<file path="src/hw/rtl/ed2cd_pkg.sv">
package ed2cd_pkg;

    localparam int unsigned BaseYear = 2000;

    // Seconds are first shifted down by 7, leaving a division by 675 (86400 = 128 * 675).
    localparam int unsigned SecShift     = 7;
    localparam int unsigned SecDivisor   = 675;
    localparam int unsigned SecRecipBits = 35;
    localparam logic [25:0] SecRecip     = 26'd50903316;

    localparam logic [10:0] CycleDays      = 11'd1461;
    localparam int unsigned CycleRecipBits = 26;
    localparam logic [15:0] CycleRecip     = 16'd45934;

    localparam logic [16:0] SecPerHour = 17'd3600;

    localparam logic [8:0] LeapYearDays = 9'd366;
    localparam logic [8:0] YearDays     = 9'd365;

    typedef logic [47:0] in_data_t;
    typedef logic [31:0] out_data_t;

    // First day of month k (0 = January) within the year, counted from 0.
    function automatic logic [8:0] month_start(input logic [3:0] k, input logic leap);
        logic [8:0] base;
        begin
            case (k)
                4'd0:    base = 9'd0;
                4'd1:    base = 9'd31;
                4'd2:    base = 9'd59;
                4'd3:    base = 9'd90;
                4'd4:    base = 9'd120;
                4'd5:    base = 9'd151;
                4'd6:    base = 9'd181;
                4'd7:    base = 9'd212;
                4'd8:    base = 9'd243;
                4'd9:    base = 9'd273;
                4'd10:   base = 9'd304;
                4'd11:   base = 9'd334;
                default: base = 9'd0;
            endcase
            if (leap && (k >= 4'd2))
            begin
                base = base + 9'd1;
            end
            return base;
        end
    endfunction

endpackage

</file>
<file path="src/hw/rtl/epoch_days_to_calendar_date.sv">
// Converts a day count or a seconds count since the start of 2000 into a calendar date.
// The input channel (s_tvalid, s_tready, s_tdata, s_tuser) carries one value per transfer;
// s_tuser selects seconds mode, in which the hour is also produced.
// The output channel (m_tvalid, m_tready, m_tdata, m_tuser) returns one date per input
// transfer, in order; m_tuser is low when the day count is zero and no date exists.
// The block is a six-stage pipeline: each input transfer passes through the stage registers
// in order, and a new input can be taken in every cycle while the output is empty or
// m_tready is high, so the sustained rate is one item per clock. The stages hold the
// seconds-to-days reciprocal multiplier and its correction stage, the days-to-cycles
// reciprocal multiplier, the remainder within the four-year cycle, and the year and
// month decoding stages.
// Reset clears all stage valid bits, so the output channel comes up empty.
// When the receiver holds m_tready low with a result waiting, every stage holds its
// contents and s_tready falls; items already in flight are neither lost nor repeated,
// and the pipeline resumes as soon as the result is taken.
module epoch_days_to_calendar_date (
    input  logic                 clk,
    input  logic                 rst_n,
    input  logic                 s_tvalid,
    output logic                 s_tready,
    input  ed2cd_pkg::in_data_t  s_tdata,  // day_count[15:0], seconds_value[47:16]
    input  logic                 s_tuser,  // mode
    output logic                 m_tvalid,
    input  logic                 m_tready,
    output ed2cd_pkg::out_data_t m_tdata,  // year[11:0], month[15:12], day_of_month[20:16],
                                           // hour[25:21], zero fill [31:26]
    output logic                 m_tuser   // date_valid
);
    import ed2cd_pkg::*;

    logic [5:0] vld_reg;
    logic       adv;

    // Stage 1
    logic        mode_1_reg;
    logic [15:0] dc_1_reg;
    logic [24:0] x_1_reg;
    logic [6:0]  lo_1_reg;
    logic [50:0] prod_1_reg;

    // Stage 2
    logic [15:0] days_2_reg;
    logic [16:0] rsec_2_reg;
    logic [15:0] qe_2;
    logic [25:0] r_full_2;
    logic [9:0]  r_2;
    logic [15:0] q_2;

    // Stage 3
    logic [15:0] days_3_reg;
    logic [31:0] prod_3_reg;
    logic [4:0]  hour_3_reg;
    logic [4:0]  hour_cnt;

    // Stage 4
    logic [5:0]  cyc_4_reg;
    logic [10:0] rem_4_reg;
    logic        zero_4_reg;
    logic [4:0]  hour_4_reg;
    logic [5:0]  cyc_4;
    logic [16:0] cyc_days_4;

    // Stage 5
    logic [11:0] year_5_reg;
    logic [8:0]  doy_5_reg;
    logic        leap_5_reg;
    logic        zero_5_reg;
    logic [4:0]  hour_5_reg;
    logic [1:0]  yoff_5;
    logic [10:0] ysub_5;

    // Stage 6 (output)
    out_data_t   data_6_reg;
    logic        valid_6_reg;
    logic [3:0]  mon_idx;
    logic [8:0]  mday;
    logic [3:0]  month_6;
    logic [4:0]  day_6;
    logic [11:0] year_6;

    assign adv      = ~vld_reg[5] | m_tready;
    assign s_tready = adv;
    assign m_tvalid = vld_reg[5];
    assign m_tdata  = data_6_reg;
    assign m_tuser  = valid_6_reg;

    always_ff @(posedge clk or negedge rst_n)
    begin
        if (!rst_n)
        begin
            vld_reg <= '0;
        end
        else if (adv)
        begin
            vld_reg <= {vld_reg[4:0], s_tvalid};
        end
    end

    // Stage 2 logic: correct the reciprocal estimate of seconds / 86400.
    always_comb
    begin
        qe_2     = prod_1_reg[SecRecipBits +: 16];
        r_full_2 = {1'b0, x_1_reg} - 26'(qe_2) * 26'(SecDivisor);
        if (r_full_2 >= 26'(SecDivisor))
        begin
            q_2 = qe_2 + 16'd1;
            r_2 = 10'(r_full_2 - 26'(SecDivisor));
        end
        else
        begin
            q_2 = qe_2;
            r_2 = r_full_2[9:0];
        end
    end

    // Stage 3 logic: hour from the seconds within the day.
    always_comb
    begin
        hour_cnt = '0;
        for (int k = 1; k < 24; k++)
        begin
            if (rsec_2_reg >= 17'(k) * SecPerHour)
            begin
                hour_cnt = hour_cnt + 5'd1;
            end
        end
    end

    // Stage 4 logic: remainder within the four-year cycle.
    assign cyc_4      = prod_3_reg[CycleRecipBits +: 6];
    assign cyc_days_4 = 17'(cyc_4) * 17'(CycleDays);

    // Stage 5 logic: year within the cycle and day of the year.
    always_comb
    begin
        if (rem_4_reg < 11'(LeapYearDays))
        begin
            yoff_5 = 2'd0;
            ysub_5 = 11'd0;
        end
        else if (rem_4_reg < 11'(LeapYearDays) + 11'(YearDays))
        begin
            yoff_5 = 2'd1;
            ysub_5 = 11'(LeapYearDays);
        end
        else if (rem_4_reg < 11'(LeapYearDays + 2 * YearDays))
        begin
            yoff_5 = 2'd2;
            ysub_5 = 11'(LeapYearDays) + 11'(YearDays);
        end
        else
        begin
            yoff_5 = 2'd3;
            ysub_5 = 11'(LeapYearDays + 2 * YearDays);
        end
    end

    // Stage 6 logic: month and day of month.
    always_comb
    begin
        mon_idx = '0;
        for (int k = 1; k < 12; k++)
        begin
            if (doy_5_reg >= month_start(4'(k), leap_5_reg))
            begin
                mon_idx = mon_idx + 4'd1;
            end
        end
        mday = doy_5_reg - month_start(mon_idx, leap_5_reg);
        if (zero_5_reg)
        begin
            year_6  = '0;
            month_6 = '0;
            day_6   = '0;
        end
        else
        begin
            year_6  = year_5_reg;
            month_6 = mon_idx + 4'd1;
            day_6   = 5'(mday + 9'd1);
        end
    end

    always_ff @(posedge clk)
    begin
        if (adv)
        begin
            mode_1_reg <= s_tuser;
            dc_1_reg   <= s_tdata[15:0];
            lo_1_reg   <= s_tdata[16 +: SecShift];
            x_1_reg    <= s_tdata[47:16+SecShift];
            prod_1_reg <= 51'(s_tdata[47:16+SecShift]) * 51'(SecRecip);

            days_2_reg <= mode_1_reg ? q_2 : dc_1_reg;
            rsec_2_reg <= mode_1_reg ? {r_2, lo_1_reg} : 17'd0;

            days_3_reg <= days_2_reg;
            prod_3_reg <= 32'(days_2_reg) * 32'(CycleRecip);
            hour_3_reg <= hour_cnt;

            cyc_4_reg  <= cyc_4;
            rem_4_reg  <= 11'(days_3_reg - 16'(cyc_days_4));
            zero_4_reg <= (days_3_reg == 16'd0);
            hour_4_reg <= hour_3_reg;

            year_5_reg <= 12'(BaseYear) + {4'd0, cyc_4_reg, yoff_5};
            doy_5_reg  <= 9'(rem_4_reg - ysub_5);
            leap_5_reg <= (yoff_5 == 2'd0);
            zero_5_reg <= zero_4_reg;
            hour_5_reg <= hour_4_reg;

            data_6_reg  <= {6'd0, hour_5_reg, day_6, month_6, year_6};
            valid_6_reg <= ~zero_5_reg;
        end
    end

endmodule
</file>
<file path="config.mk">
export PLATFORM = sky130hd
export DESIGN_NAME = epoch_days_to_calendar_date
export DESIGN_NICKNAME = d
export VERILOG_FILES = /design/src/hw/rtl/ed2cd_pkg.sv /design/src/hw/rtl/epoch_days_to_calendar_date.sv
export SDC_FILE = /design/constraint.sdc
export NUM_CORES = 1
export LEC_CHECK = 0
export BUFFER_PORTS_ARGS = -buffer_cell sky130_fd_sc_hd__buf_2
export CAP_MARGIN = 30
export CORE_MARGIN = 2
export CORE_UTILIZATION = 50
export CTS_BUF_LIST = sky130_fd_sc_hd__clkbuf_4
export CTS_CLUSTER_SIZE = 40
export DETAILED_ROUTE_END_ITERATION = 10
export MAX_ROUTING_LAYER = met4
export PLACE_DENSITY = 0.66
export SETUP_SLACK_MARGIN = 0.5
export SLEW_MARGIN = 0
export SYNTH_ARGS = -nofsm -noshare
export SYNTH_HDL_FRONTEND = slang
export SYNTH_SLANG_ARGS = --single-unit
</file>
<file path="constraint.sdc">
create_clock -name clk -period 16.65 [get_ports clk]
set_input_delay 3.33 -clock clk [delete_from_list [all_inputs] [get_ports clk]]
set_output_delay 3.33 -clock clk [all_outputs]
set_load 0.005 [all_outputs]
</file>
* Yosys cells after proc, flatten, opt, wreduce, memory -nomap -nowiden *
Memories as Yosys holds them, arrays and structs flattened.
Cells that the tools add are included.

word-level totals
  memories = 1
  memory bits (read-only) = 144
  register bits after elaboration = 267
  bits of input ports = 53
  logic and storage cells = 169
  output and inout bits = 35

cells by class
  bitwise logic cells = 3
  add/sub/neg operators = 42
  magnitude comparators = 39
  muxes and demuxes = 54
  reduce and logical (&&, ||, !) cells = 3
  multiply operators = 4

memory list
  memory            depth  bits a word  read ports  clocked after Yosys merged registers in  write ports  line             RTL
  (name not given)  16     9            1           0                                        0            ed2cd_pkg.sv:27  case (k)

operator list
  operator                                                             count
  greater-or-equal comparator 17 x 16 -> 1 bit, second input constant  9
  adder 5 x 1 -> 5 bit, second input constant                          24
  2-to-1 mux 5 bit                                                     23
  greater-or-equal comparator 17 x 15 -> 1 bit, second input constant  5
  greater-or-equal comparator 17 bit, second input constant            5
  multiplier 25 x 24 -> 49 bit, second input constant                  1
  adder 4 x 1 -> 4 bit, second input constant                          11
  2-to-1 mux 4 bit                                                     11
  greater-or-equal comparator 9 x 8 -> 1 bit                           4
  greater-or-equal comparator 17 x 14 -> 1 bit, second input constant  2
  2-to-1 mux 16 bit                                                    2
  multiplier 16 x 15 -> 31 bit, second input constant                  1
  greater-or-equal comparator 9 bit                                    3
  greater-or-equal comparator 26 x 10 -> 1 bit, second input constant  1
  multiplier 16 x 10 -> 26 bit, second input constant                  1
  subtractor 25 x 26 -> 26 bit                                         1
  greater-or-equal comparator 9 x 7 -> 1 bit                           2
  2-to-1 mux 9 bit                                                     2
  greater-or-equal comparator 17 x 12 -> 1 bit, second input constant  1
  greater-or-equal comparator 17 x 13 -> 1 bit, second input constant  1
  adder 16 x 1 -> 16 bit, second input constant                        1
  zero test 16 bit                                                     1
  adder 11 x 8 -> 12 bit, first input constant                         1
  less-than comparator 11 x 10 -> 1 bit, second input constant         1
  19 further kinds                                                     31

* Depth between registers and ports, before layout *
Gate-level depths: netlist (run 1).

  depth after elaboration = 46
  depth in mapped cells = 62
  mapped depth without buffers = 60

* Worst setup path after synthesis (run 1) *
No wires, ideal clock.

  path type = in2out
  start point = input port m_tready
  end point = output port s_tready
  buffers on the path = 1
  path slack = 4.250 ns
  required time = 13.320 ns
  data arrival time = 9.070 ns
  stages on the path = 2
  cell sequence = nand2b_1 > clkbuf_1

on the way
  word-level cells in the longest chain between the ends = 1

ends and longest elaborated chain
  item                line                               RTL
  start: declaration  epoch_days_to_calendar_date.sv:24  input logic m_tready,
  OR 1 bit            epoch_days_to_calendar_date.sv:81  assign adv = ~vld_reg[5] | m_tready;
  end: declaration    epoch_days_to_calendar_date.sv:20  output logic s_tready,

No other way between the ends.

* Worst setup path after layout (run 1) *
  start point = register rsec_2_reg[7]
  end point = register hour_3_reg[4] (data pin)

on the way
  word-level cells in the longest chain between the ends = 46
  elaborated cells between the ends (all ways) = 68
  those cells by class = 22 x add/sub; 23 x order compare; 23 x mux

ends and longest elaborated chain
  item                                          line                                RTL
  start: declaration                            epoch_days_to_calendar_date.sv:43   logic [16:0] rsec_2_reg;
  start signal: assignment                      epoch_days_to_calendar_date.sv:195  rsec_2_reg <= mode_1_reg ? {r_2, lo_1_reg} : 17'd0;
  greater-or-equal comparator 17 x 12 -> 1 bit  epoch_days_to_calendar_date.sv:122  if (rsec_2_reg >= 17'(k) * SecPerHour)
  2-to-1 mux 1 bit                              epoch_days_to_calendar_date.sv:122
  adder 5 x 1 -> 5 bit                          epoch_days_to_calendar_date.sv:124  hour_cnt = hour_cnt + 5'd1;
  2-to-1 mux 5 bit                              epoch_days_to_calendar_date.sv:122
  adder 5 x 1 -> 5 bit                          epoch_days_to_calendar_date.sv:124
  2-to-1 mux 5 bit                              epoch_days_to_calendar_date.sv:122
  adder 5 x 1 -> 5 bit                          epoch_days_to_calendar_date.sv:124
  2-to-1 mux 5 bit                              epoch_days_to_calendar_date.sv:122
  [... 31 more ...]                             -
  2-to-1 mux 5 bit                              epoch_days_to_calendar_date.sv:122
  adder 5 x 1 -> 5 bit                          epoch_days_to_calendar_date.sv:124
  2-to-1 mux 5 bit                              epoch_days_to_calendar_date.sv:122
  adder 5 x 1 -> 5 bit                          epoch_days_to_calendar_date.sv:124
  2-to-1 mux 5 bit                              epoch_days_to_calendar_date.sv:122
  adder 5 x 1 -> 5 bit                          epoch_days_to_calendar_date.sv:124
  2-to-1 mux 5 bit *                            epoch_days_to_calendar_date.sv:122
  net hour_cnt[4]                               epoch_days_to_calendar_date.sv:53   logic [4:0] hour_cnt;
  end signal: assignment                        epoch_days_to_calendar_date.sv:199  hour_3_reg <= hour_cnt;
  end: declaration                              epoch_days_to_calendar_date.sv:52   logic [4:0] hour_3_reg;

Mark *: on every way through the listed nets, which the timed path passes. The rest lies on a longest branch.
A chain may end at the register's enable or synchronous reset.

==> flow_metrics.py, run 1 <==
metrics = {
    "global_route": {
        "antenna_found_initial": 2,
        "first_pass_grt_wire_length_mm": 105.8,
        "global_route.usage.met2_pct": 37.18,
        "via_count_of_the_first_global_routing_pass": 21560,
        "gr-usage-met1_pct": 26.51,
        "grt_start_max_net_pins": 147,
        "grt_usage_pct": 21.40,
        "grt.overflow.total": 0,
        "met3_resource_use_gr_pct": 2.141,
        "globalRoute.busiestLayer": "met2",
    },
    "sta": {
        "fin_crit_sh_pct": 75.79,
        "relSlewSlack_pct": 32.30,
        "post-route-min-period_ns": 12.62,
        "timing.clock.skew_ns": 0.09405,
        "timing.fmax_mhz": 79.25,
        "totalNegativeSetupSlack_ns": 0,
        "setup_repair_after_global_routing_missed_its_margin": "false",
        "report.final.hold_viol_count": 0,
        "number_of_failing_setup_endpoints_in_the_final_timing_report": 0,
        "worst_pin_slew_ns": 1.007,
        "timing_max_transition_violations_final": 0,
    },
    "floorplanning": {
        "initial_utilization_pct": 50.42,
        "design.die.area_um2": 62740,
        "placement_rows": 90,
        "ios": 88,
        "floorplan.die.width_um": 250.5,
        "die-height_um": 250.5,
        "coreArea_um2": 60250,
    },
    "synth": {
        "most_instantiated_library_cell_after_synthesis": "sky130_fd_sc_hd__inv_1",
        "synth.cells.most_frequent": "sky130_fd_sc_hd__inv_1 (604), sky130_fd_sc_hd__ha_1 (598), sky130_fd_sc_hd__fa_1 (327), sky130_fd_sc_hd__edfxtp_1 (201), sky130_fd_sc_hd__xnor2_1 (129)",
        "synth.yosys.warnings": 0,
        "synth_top_area_cell": "sky130_fd_sc_hd__ha_1",
        "synth_sequential_area_ratio_pct": 20.36,
        "postSynth.topFlopCell": "sky130_fd_sc_hd__edfxtp_1",
        "syn-cell-area_um2": 30380,
        "number_of_synthesized_flops_with_an_enable_pin": 201,
        "synth_cell_types": 101,
        "synth.area.top_cells": "sky130_fd_sc_hd__ha_1 (25%), sky130_fd_sc_hd__fa_1 (22%), sky130_fd_sc_hd__edfxtp_1 (20%), sky130_fd_sc_hd__inv_1 (7.5%), sky130_fd_sc_hd__xnor2_1 (3.7%)",
        "synth.top_cell.area_share_pct": 24.63,
        "netlist_instances": 2897,
        "synthArstFlopShare_pct": 2.899,
        "synth_area_per_cell_um2": 10.49,
        "ys_ff_latch": 207,
    },
    "clocking": {
        "clockBufferDepth": 3,
        "post_cts.resized_instances": 0,
        "tritoncts_clock_tree": "done",
        "worst_skew_pair.late_latency_ns": 0.81,
        "cts-hold-fix-buffers": 0,
        "cts_buffer_count": 56,
        "tritoncts_num_sinks": 207,
        "clkSlewWorstSetupHoldPaths_ns": 0.07,
        "clk_root_buffer_cell": "sky130_fd_sc_hd__clkbuf_4",
        "cts.repair_timing.setup_buffer_count": 0,
        "htree_num_levels": 2,
    },
    "placed_design": {
        "place_congestion": 0.9178,
        "hpwl_mm": 51.83,
        "numPortBuffers": 81,
    },
    "routing": {
        "via_per_inst": 5.342,
        "dr.pass1.iters": 4,
        "remaining_drc_errors": 0,
        "antenna_left": 0,
        "avgRoutedWirePerCell_um": 16.46,
        "initialDrtViolationCount": 804,
        "routed-via-count": 20450,
        "total_wirelength_of_the_detailed_routed_design_mm": 63.02,
    },
    "worst_setup_path": {
        "critical_path_arrival_ns": 13.16,
        "critical_path.slowest_cell": "sky130_fd_sc_hd__edfxtp_1",
        "worst_setup_path_startpoint": "rsec_2_reg[7]$_SDFFCE_PN0P_",
        "timing.critical_path.to_type": "register",
        "worst-endpoint-required_ns": 17.19,
        "timing_worst_setup_path_type": "register to register",
        "critical_path.startpoint_type": "register",
        "critPathTopFamily": "adder cells",
        "critPathBufInv": 2,
        "worst_path_largest_cell_delay_ns": 0.64,
        "timing.rr.start": "rsec_2_reg[7]$_SDFFCE_PN0P_",
        "crit_fanout": 18,
        "path_common_cell": "sky130_fd_sc_hd__ha_1",
    },
    "finish": {
        "layout-drive-gt1-share_pct": 8.413,
        "nets": 3975,
        "area_growth_syn_to_layout_pct": 6.932,
    },
    "run_status": {
        "run_status": "finished clean",
    },
    "worst_hold_path": {
        "min_path_type": "register to register",
        "holdCritStartpoint": "hour_5_reg[4]$_DFFE_PP_",
    },
    "flow_run": {
        "max-cap-violations": 0,
    },
}
layout make-up:
class	instances	area [um^2]
fill	5282	27760
multi-input combinational	2039	21680
sequential	207	6186
inverter	605	2273
tap	782	978.4
clock buffer	69	518.0
timing repair buffer	88	470.5
clock inverter	35	364.1
antenna	3	7.507
placed cells by master (no fill, tap or decap), drive strengths merged, types with 9 or more instances in the layout:
cell    netlist  routed
clkinv        0      25
clkbuf       26      69
a21oi       111     111
xor2         46      46
ha          598     598
o211ai        9       9
o21bai       11      11
a31oi        17      17
mux2i        21      21
nand2b       29      29
inv         605     607
and2         22      22
edfxtp      201     201
nand3        46      46
o21ai        68      68
nor2b        37      37
buf          25      88
and3         11      11
mux2         23      23
o41ai        10      10
a211o        10      10
nand4        24      24
a211oi       13      13
nor2        121     121
a21o         39      39
xnor2       141     141
a311oi       13      13
nor4         15      15
o21a         18      18
nand2       100     100
fa          327     327
nor3         30      30
or2          10      10
metrics by stage:
| stage | instances | instance area, um^2 | hold slack (ns) | worst slack, ns | utilization, % |
|---|---|---|---|---|---|
| after detailed placement | 3721 | 31590 | 0.4052 | 4.181 | 52.44 |
| after CTS | 3825 | 32470 | 0.4289 | 4.107 | 53.90 |
| after global placement | 3721 | 31590 | 0.4077 | 4.610 | 52.44 |
| after floorplan | 2902 | 30400 | 0.4003 | 4.250 | - |
| after global routing | 3827 | 32480 | 0.4323 | 3.240 | 53.91 |
| final | 3828 | 32480 | 0.4209 | 4.032 | 53.92 |
logic make-up (layout without fill, tap and decap cells):
kind of cell,after synthesis,count (layout),synth area share (%)
xor+xnor,196,196,6.615
flops,207,207,20.36
other cells,1,9,0.01235
fa+ha+maj,925,925,46.18
mux,44,44,1.557
compound gates,393,393,8.926
buf+inv,656,797,8.337
simple gates,475,475,8.007
routing by layer:
| layer | part of all wire, % | routed length, um |
|---|---|---|
| met1 | 45 | 28380 |
| met2 | 49 | 31090 |
| met3 | 2.8 | 1785 |
| met4 | 2.8 | 1766 |
| met5 | 0 | 0 |
path summary, 6_finish.rpt:
kind | end | slack [ns] | cells past startpoint
setup / recovery | hour_3_reg[4]$_DFFE_PP_ | 4.03 | 54
hold / removal | m_tdata[25]$_DFFE_PP_ | 0.42 | 0
setup reg to reg | hour_3_reg[4]$_DFFE_PP_ | 4.03 | 54
hold reg to reg | m_tdata[25]$_DFFE_PP_ | 0.42 | 0
max in group asynchronous | vld_reg[4]$_DFFE_PN0P_ | 14.15 | 1
min in group asynchronous | vld_reg[3]$_DFFE_PN0P_ | 2.36 | 1
Power of run 1 is not shown: default switching activity piles up to over one toggle a cycle in this logic, so the estimate is an artifact.
==> run 2: changes to the inputs <==
--- a/config.mk
+++ b/config.mk
@@ -5,6 +5,7 @@
 export SDC_FILE = /design/constraint.sdc
 export NUM_CORES = 1
 export LEC_CHECK = 0
+export ABC_AREA = 1
 export BUFFER_PORTS_ARGS = -buffer_cell sky130_fd_sc_hd__buf_2
 export CAP_MARGIN = 30
 export CORE_MARGIN = 2
@@ -13,7 +14,7 @@
 export CTS_CLUSTER_SIZE = 40
 export DETAILED_ROUTE_END_ITERATION = 10
 export MAX_ROUTING_LAYER = met4
-export PLACE_DENSITY = 0.66
+export PLACE_DENSITY = 0.69
 export SETUP_SLACK_MARGIN = 0.5
 export SLEW_MARGIN = 0
 export SYNTH_ARGS = -nofsm -noshare
==> constraint.sdc (replaced) <==
create_clock -name clk -period 10.9 [get_ports clk]
set_input_delay 2.18 -clock clk [delete_from_list [all_inputs] [get_ports clk]]
set_output_delay 2.18 -clock clk [all_outputs]
set_load 0.005 [all_outputs]
==> run 2 against run 1 <==
Effect of this change: wire length decreased by 3.9%; sequential cell count decreased by 8; first-iteration DRC count increased by 13%; register-to-register slack got worse by 3.1 ns; clock skew decreased by 0.064 ns; critical path depth increased by 14; non-clock buffer count increased by 69; final area increased by 0.66%; largest cell class unchanged; via count increased by 4.6%; worst setup slack got worse by 3.1 ns; maximum frequency increased by 26%; highest routed layer unchanged; critical endpoint unchanged; cell count increased by 12%.
==> flow_metrics.py, run 2 <==
metrics = {
    "floorplanning": {
        "coreArea_um2": 60020,
        "die-height_um": 249.6,
        "ios": 88,
        "design.die.area_um2": 62310,
        "floorplan.die.width_um": 249.6,
        "initial_utilization_pct": 50.25,
        "placement_rows": 90,
    },
    "clocking": {
        "clkSlewWorstSetupHoldPaths_ns": 0.18,
        "worst_skew_pair.late_latency_ns": 0.67,
        "cts-hold-fix-buffers": 0,
        "tritoncts_num_sinks": 199,
        "clk_root_buffer_cell": "sky130_fd_sc_hd__clkbuf_4",
        "cts_buffer_count": 17,
        "htree_num_levels": 4,
        "clockBufferDepth": 2,
        "tritoncts_clock_tree": "done",
    },
    "flow_run": {
        "max-cap-violations": 0,
    },
    "sta": {
        "timing.clock.skew_ns": 0.03028,
        "report.final.hold_viol_count": 0,
        "timing_max_transition_violations_final": 0,
        "post-route-min-period_ns": 9.980,
        "number_of_failing_setup_endpoints_in_the_final_timing_report": 0,
        "timing.fmax_mhz": 100.2,
        "worst_pin_slew_ns": 0.9036,
        "setup_repair_after_global_routing_missed_its_margin": "true",
        "relSlewSlack_pct": 39.76,
        "fin_crit_sh_pct": 91.56,
    },
    "placed_design": {
        "dpl-instance-area_um2": 31820,
        "hpwl_mm": 50.11,
        "numPortBuffers": 77,
        "place_congestion": 0.8791,
        "dp.cells": 4229,
    },
    "finish": {
        "nets": 4473,
        "finish.utilization_pct": 54.48,
        "layout.cell_area.non_filler_um2": 32700,
        "final_common_cell": "sky130_fd_sc_hd__inv_1",
        "area_growth_syn_to_layout_pct": 8.404,
        "most-common-layout-cells": "sky130_fd_sc_hd__inv_1 (806), sky130_fd_sc_hd__ha_1 (593), sky130_fd_sc_hd__nand2_1 (455)",
        "stdcell_count": 4293,
        "layout-drive-gt1-share_pct": 10.35,
    },
    "worst_setup_path": {
        "critPathBufInv": 7,
        "crit_fanout": 3,
        "critical_path.slowest_cell": "sky130_fd_sc_hd__edfxtp_1",
        "worst-endpoint-required_ns": 11.34,
        "path_common_cell": "sky130_fd_sc_hd__nand2_1",
        "critical_path.startpoint_type": "register",
        "timing.critical_path.to_type": "register",
        "timing_worst_setup_path_type": "register to register",
        "critPathTopFamily": "simple AND/OR/NAND/NOR gates",
        "critical_path_arrival_ns": 10.42,
        "worst_path_largest_cell_delay_ns": 0.45,
    },
    "routing": {
        "antenna_left": 0,
        "avgRoutedWirePerCell_um": 14.11,
        "routed-via-count": 21400,
        "total_wirelength_of_the_detailed_routed_design_mm": 60.60,
        "initialDrtViolationCount": 909,
        "remaining_drc_errors": 0,
        "via_per_inst": 4.984,
        "dr.pass1.iters": 5,
    },
    "synth": {
        "number_of_synthesized_flops_with_an_enable_pin": 193,
        "synth.yosys.warnings": 0,
        "ys_ff_latch": 199,
        "synth.cells.most_frequent": "sky130_fd_sc_hd__inv_1 (811), sky130_fd_sc_hd__ha_1 (598), sky130_fd_sc_hd__nand2_1 (481), sky130_fd_sc_hd__fa_1 (327), sky130_fd_sc_hd__edfxtp_1 (193)",
        "postSynth.topFlopCell": "sky130_fd_sc_hd__edfxtp_1",
        "most_instantiated_library_cell_after_synthesis": "sky130_fd_sc_hd__inv_1",
        "synth.area.top_cells": "sky130_fd_sc_hd__ha_1 (25%), sky130_fd_sc_hd__fa_1 (22%), sky130_fd_sc_hd__edfxtp_1 (19%), sky130_fd_sc_hd__inv_1 (10%), sky130_fd_sc_hd__nand2_1 (6.0%)",
        "synth_area_per_cell_um2": 9.044,
        "synth_cell_types": 58,
        "synth_top_area_cell": "sky130_fd_sc_hd__ha_1",
        "netlist_instances": 3335,
        "syn-cell-area_um2": 30160,
        "synth_sequential_area_ratio_pct": 19.71,
        "synthArstFlopShare_pct": 3.015,
        "synth.top_cell.area_share_pct": 24.81,
    },
    "run_status": {
        "run_status": "finished clean",
    },
    "worst_hold_path": {
        "min_path_type": "register to register",
    },
    "global_route": {
        "grt.overflow.total": 0,
        "antenna_found_initial": 3,
        "via_count_of_the_first_global_routing_pass": 21510,
        "first_pass_grt_wire_length_mm": 102.9,
        "grt_start_max_net_pins": 78,
        "grt_usage_pct": 20.89,
    },
}
==> run 2: cell types whose count changed after synthesis, sizes merged, moves of 30 or more <==
cell   before  now
xnor2     141   37
a21o       39    4
nor2      121  177
nor2b      37    0
inv       605  831
nand2     100  521
nand3      46  142
o21ai      68   98
xor2       46   79
==> run 2: path summary, 6_finish.rpt <==
kind / start / to / slack, ns / cells past startpoint
max in group asynchronous: rst_n / vld_reg[0]$_DFFE_PN0P_ / 9.45 / 1
hold / removal: cyc_4_reg[1]$_DFFE_PP_ / year_5_reg[3]$_DFFE_PP_ / 0.44 / 0
hold reg to reg: cyc_4_reg[1]$_DFFE_PP_ / year_5_reg[3]$_DFFE_PP_ / 0.44 / 0
setup reg to reg: rsec_2_reg[5]$_SDFFCE_PN0P_ / hour_3_reg[4]$_DFFE_PP_ / 0.92 / 68
min in group asynchronous: rst_n / vld_reg[5]$_DFFE_PN0P_ / 1.29 / 1
setup / recovery: rsec_2_reg[5]$_SDFFCE_PN0P_ / hour_3_reg[4]$_DFFE_PP_ / 0.92 / 68
==> run 2: per-layer routing <==
metal  track usage (%)  share of wire (%)
met1             26.62                 45
met2             36.17                 50
met3             2.138                3.1
met4             4.320                1.5
met5                 -                  0
==> run 2: final cells by class <==
class                   instances  area [um^2]
clock inverters                15        203.9
diodes                          3        7.507
well taps                     782        978.4
multi-input cells            2287        21320
fillers                      5395        27320
repair buffers                157        989.7
flip-flops and latches        199         5946
inverters                     833         3128
clock buffers                  17        127.6
==> run 2: worst register-to-register path: cells and delay by family (launching register included) <==
family                   cells  cell delay, ns
XOR/XNOR                     4            0.51
AND/OR/NAND/NOR             36            4.17
AO/OA/AOI/OAI               10            1.21
adder cells (fa/ha/maj)     11            2.77
buffers and inverters        7            0.64
flip-flops                   1            0.45
==> run 2: timing repair <==
action                     in CTS  in global routing
gates resized for setup        25                 65
setup endpoints to repair       4                  6
setup buffers                  17                 12
pin swaps                      25                 72
==> run 2: cell families after synthesis <==
group,count (synthesis),share of synthesized area [%]
fa+ha+maj,925,46.51
simple gates,939,13.98
compound gates,300,5.617
buf+inv,854,10.76
mux,1,0.03733
other cells,1,0.01243
flops,199,19.71
xor+xnor,116,3.368
==> run 2: stage by stage <==
step	worst slack [ns]	hold slack, ns	setup TNS (ns)
after floorplan	0.5191	0.4003	0
after global placement	0.1319	0.4001	0
after detailed placement	-0.04129	0.4045	-0.04129
after CTS	0.5211	0.4398	0
after global routing	0.2980	0.4435	0
final	0.9197	0.4411	0
Power of run 2 is left out for the same reason.
==> run 3: changes to the inputs <==
--- a/config.mk
+++ b/config.mk
@@ -14,7 +14,7 @@
 export CTS_CLUSTER_SIZE = 40
 export DETAILED_ROUTE_END_ITERATION = 10
 export MAX_ROUTING_LAYER = met4
-export PLACE_DENSITY = 0.69
+export PLACE_DENSITY = 0.66
 export SETUP_SLACK_MARGIN = 0.5
 export SLEW_MARGIN = 0
 export SYNTH_ARGS = -nofsm -noshare
==> constraint.sdc (replaced) <==
create_clock -name clk -period 10.95 [get_ports clk]
set_input_delay 2.19 -clock clk [delete_from_list [all_inputs] [get_ports clk]]
set_output_delay 2.19 -clock clk [all_outputs]
set_load 0.005 [all_outputs]
==> run 3 against run 2 <==
Effect of this change: final area grew 1.2%; die area is the same; cell count rose by 0.72%; maximum frequency is 1.8% lower; wire length increased by 0.89%.
==> flow_metrics.py, run 3 (synthesis gave the netlist of run 2 again) <==
metrics = {
    "worst_setup_path": {
        "path_common_cell": "sky130_fd_sc_hd__buf_4",
        "worst_setup_path_startpoint": "rsec_2_reg[11]$_SDFFCE_PN0P_",
        "timing.rr.start": "rsec_2_reg[11]$_SDFFCE_PN0P_",
        "timing.critical_path.to_type": "register",
        "crit_fanout": 5,
        "worst_path_largest_cell_delay_ns": 0.50,
        "critical_path.startpoint_type": "register",
        "worst-endpoint-required_ns": 11.42,
        "critical_path_arrival_ns": 10.63,
        "critical_path.slowest_cell": "sky130_fd_sc_hd__edfxtp_1",
        "timing_worst_setup_path_type": "register to register",
    },
    "clocking": {
        "tritoncts_num_sinks": 199,
        "htree_num_levels": 4,
        "cts_buffer_count": 17,
        "cts-hold-fix-buffers": 0,
        "tritoncts_clock_tree": "done",
        "clkSlewWorstSetupHoldPaths_ns": 0.18,
        "worst_skew_pair.late_latency_ns": 0.69,
        "clk_root_buffer_cell": "sky130_fd_sc_hd__clkbuf_4",
        "clockBufferDepth": 2,
    },
    "global_route": {
        "grt_usage_pct": 20.93,
        "via_count_of_the_first_global_routing_pass": 21400,
        "first_pass_grt_wire_length_mm": 102.6,
        "antenna_found_initial": 3,
        "grt.overflow.total": 0,
        "grt_start_max_net_pins": 78,
    },
    "run_status": {
        "run_status": "finished clean",
    },
    "finish": {
        "nets": 4504,
        "final_layout_fill_cell_count": 5372,
        "most-common-layout-cells": "sky130_fd_sc_hd__inv_1 (801), sky130_fd_sc_hd__ha_1 (593), sky130_fd_sc_hd__nand2_1 (448)",
        "area_growth_syn_to_layout_pct": 9.678,
        "layout-drive-gt1-share_pct": 11.78,
        "final_common_cell": "sky130_fd_sc_hd__inv_1",
        "layout.cell_area.non_filler_um2": 33080,
    },
    "floorplanning": {
        "coreArea_um2": 60020,
        "die-height_um": 249.6,
        "initial_utilization_pct": 50.25,
        "ios": 88,
        "placement_rows": 90,
        "floorplan.die.width_um": 249.6,
        "design.die.area_um2": 62310,
    },
    "sta": {
        "worst_pin_slew_ns": 0.9186,
        "timing.fmax_mhz": 98.42,
        "post-route-min-period_ns": 10.16,
        "timing_max_transition_violations_final": 0,
        "fin_crit_sh_pct": 92.79,
        "report.final.hold_viol_count": 0,
        "number_of_failing_setup_endpoints_in_the_final_timing_report": 0,
        "timing.clock.skew_ns": 0.04980,
        "setup_repair_after_global_routing_missed_its_margin": "true",
        "holdWs_ns": 0.4438,
        "relSlewSlack_pct": 38.76,
    },
    "routing": {
        "dr.pass1.iters": 5,
        "via_per_inst": 4.992,
        "total_wirelength_of_the_detailed_routed_design_mm": 61.13,
        "antenna_left": 0,
        "initialDrtViolationCount": 989,
        "routed-via-count": 21590,
        "remaining_drc_errors": 0,
        "avgRoutedWirePerCell_um": 14.14,
    },
    "placed_design": {
        "numPortBuffers": 77,
        "place_congestion": 0.9040,
        "hpwl_mm": 50.50,
        "dpl-instance-area_um2": 31760,
    },
    "flow_run": {
        "max-cap-violations": 0,
    },
    "worst_hold_path": {
        "min_path_type": "register to register",
        "holdCritStartpoint": "hour_4_reg[4]$_DFFE_PP_",
    },
}
run 3: per-stage QoR:
stage                     util (%)   TNS, ns  worst slack, ns  instances
final                        55.12         0           0.7890       4324
after global routing         55.12         0           0.2057       4324
after CTS                    54.08         0           0.5066       4295
after detailed placement     52.92  -0.02705         -0.02705       4222
after global placement       52.92         0           0.1772       4222
after floorplan                  -         0           0.5691       3340
run 3: area by class of cell:
| cell class | instances | area (um^2) | area share [%] |
|---|---|---|---|
| Multi-Input combinational cell | 2287 | 21440 | 64.81 |
| Sequential cell | 199 | 5946 | 17.97 |
| Inverter | 833 | 3131 | 9.463 |
| Timing Repair Buffer | 188 | 1275 | 3.854 |
| Tap cell | 782 | 978.4 | 2.958 |
| Clock inverter | 15 | 175.2 | 0.5295 |
| Clock buffer | 17 | 127.6 | 0.3858 |
| Antenna cell | 3 | 7.507 | 0.02269 |
run 3: routing by layer:
metal	global-route usage [%]	wire [um]	vias up
li1	-	-	11010
met1	27.34	28320	10190
met2	35.27	29930	332
met3	2.149	1993	62
met4	4.716	892	0
met5	-	0	-
run 3: critical path, delay by kind of cell, from the launching register on:
family	cells	cell delay [ns]
simple gates	33	3.72
buf+inv	31	3.36
fa+ha+maj	7	1.69
flops	1	0.50
compound gates	4	0.41
xor+xnor	2	0.27
run 3: final timing paths:
path                       slack (ns)  cells past startpoint                      end
min in group asynchronous        1.27                      1   vld_reg[2]$_DFFE_PN0P_
max                              0.79                     77  hour_3_reg[4]$_DFFE_PP_
min                              0.44                      0  hour_5_reg[4]$_DFFE_PP_
max reg2reg                      0.79                     77  hour_3_reg[4]$_DFFE_PP_
min reg2reg                      0.44                      0  hour_5_reg[4]$_DFFE_PP_
max in group asynchronous        9.51                      1   vld_reg[3]$_DFFE_PN0P_
run 3: timing repair:
item / in CTS / in global routing
buffers inserted: 41 / 26
resized for setup: 25 / 113
setup endpoints to repair: 4 / 7
pin swaps: 26 / 91
Power of run 3 is left out for the same reason.
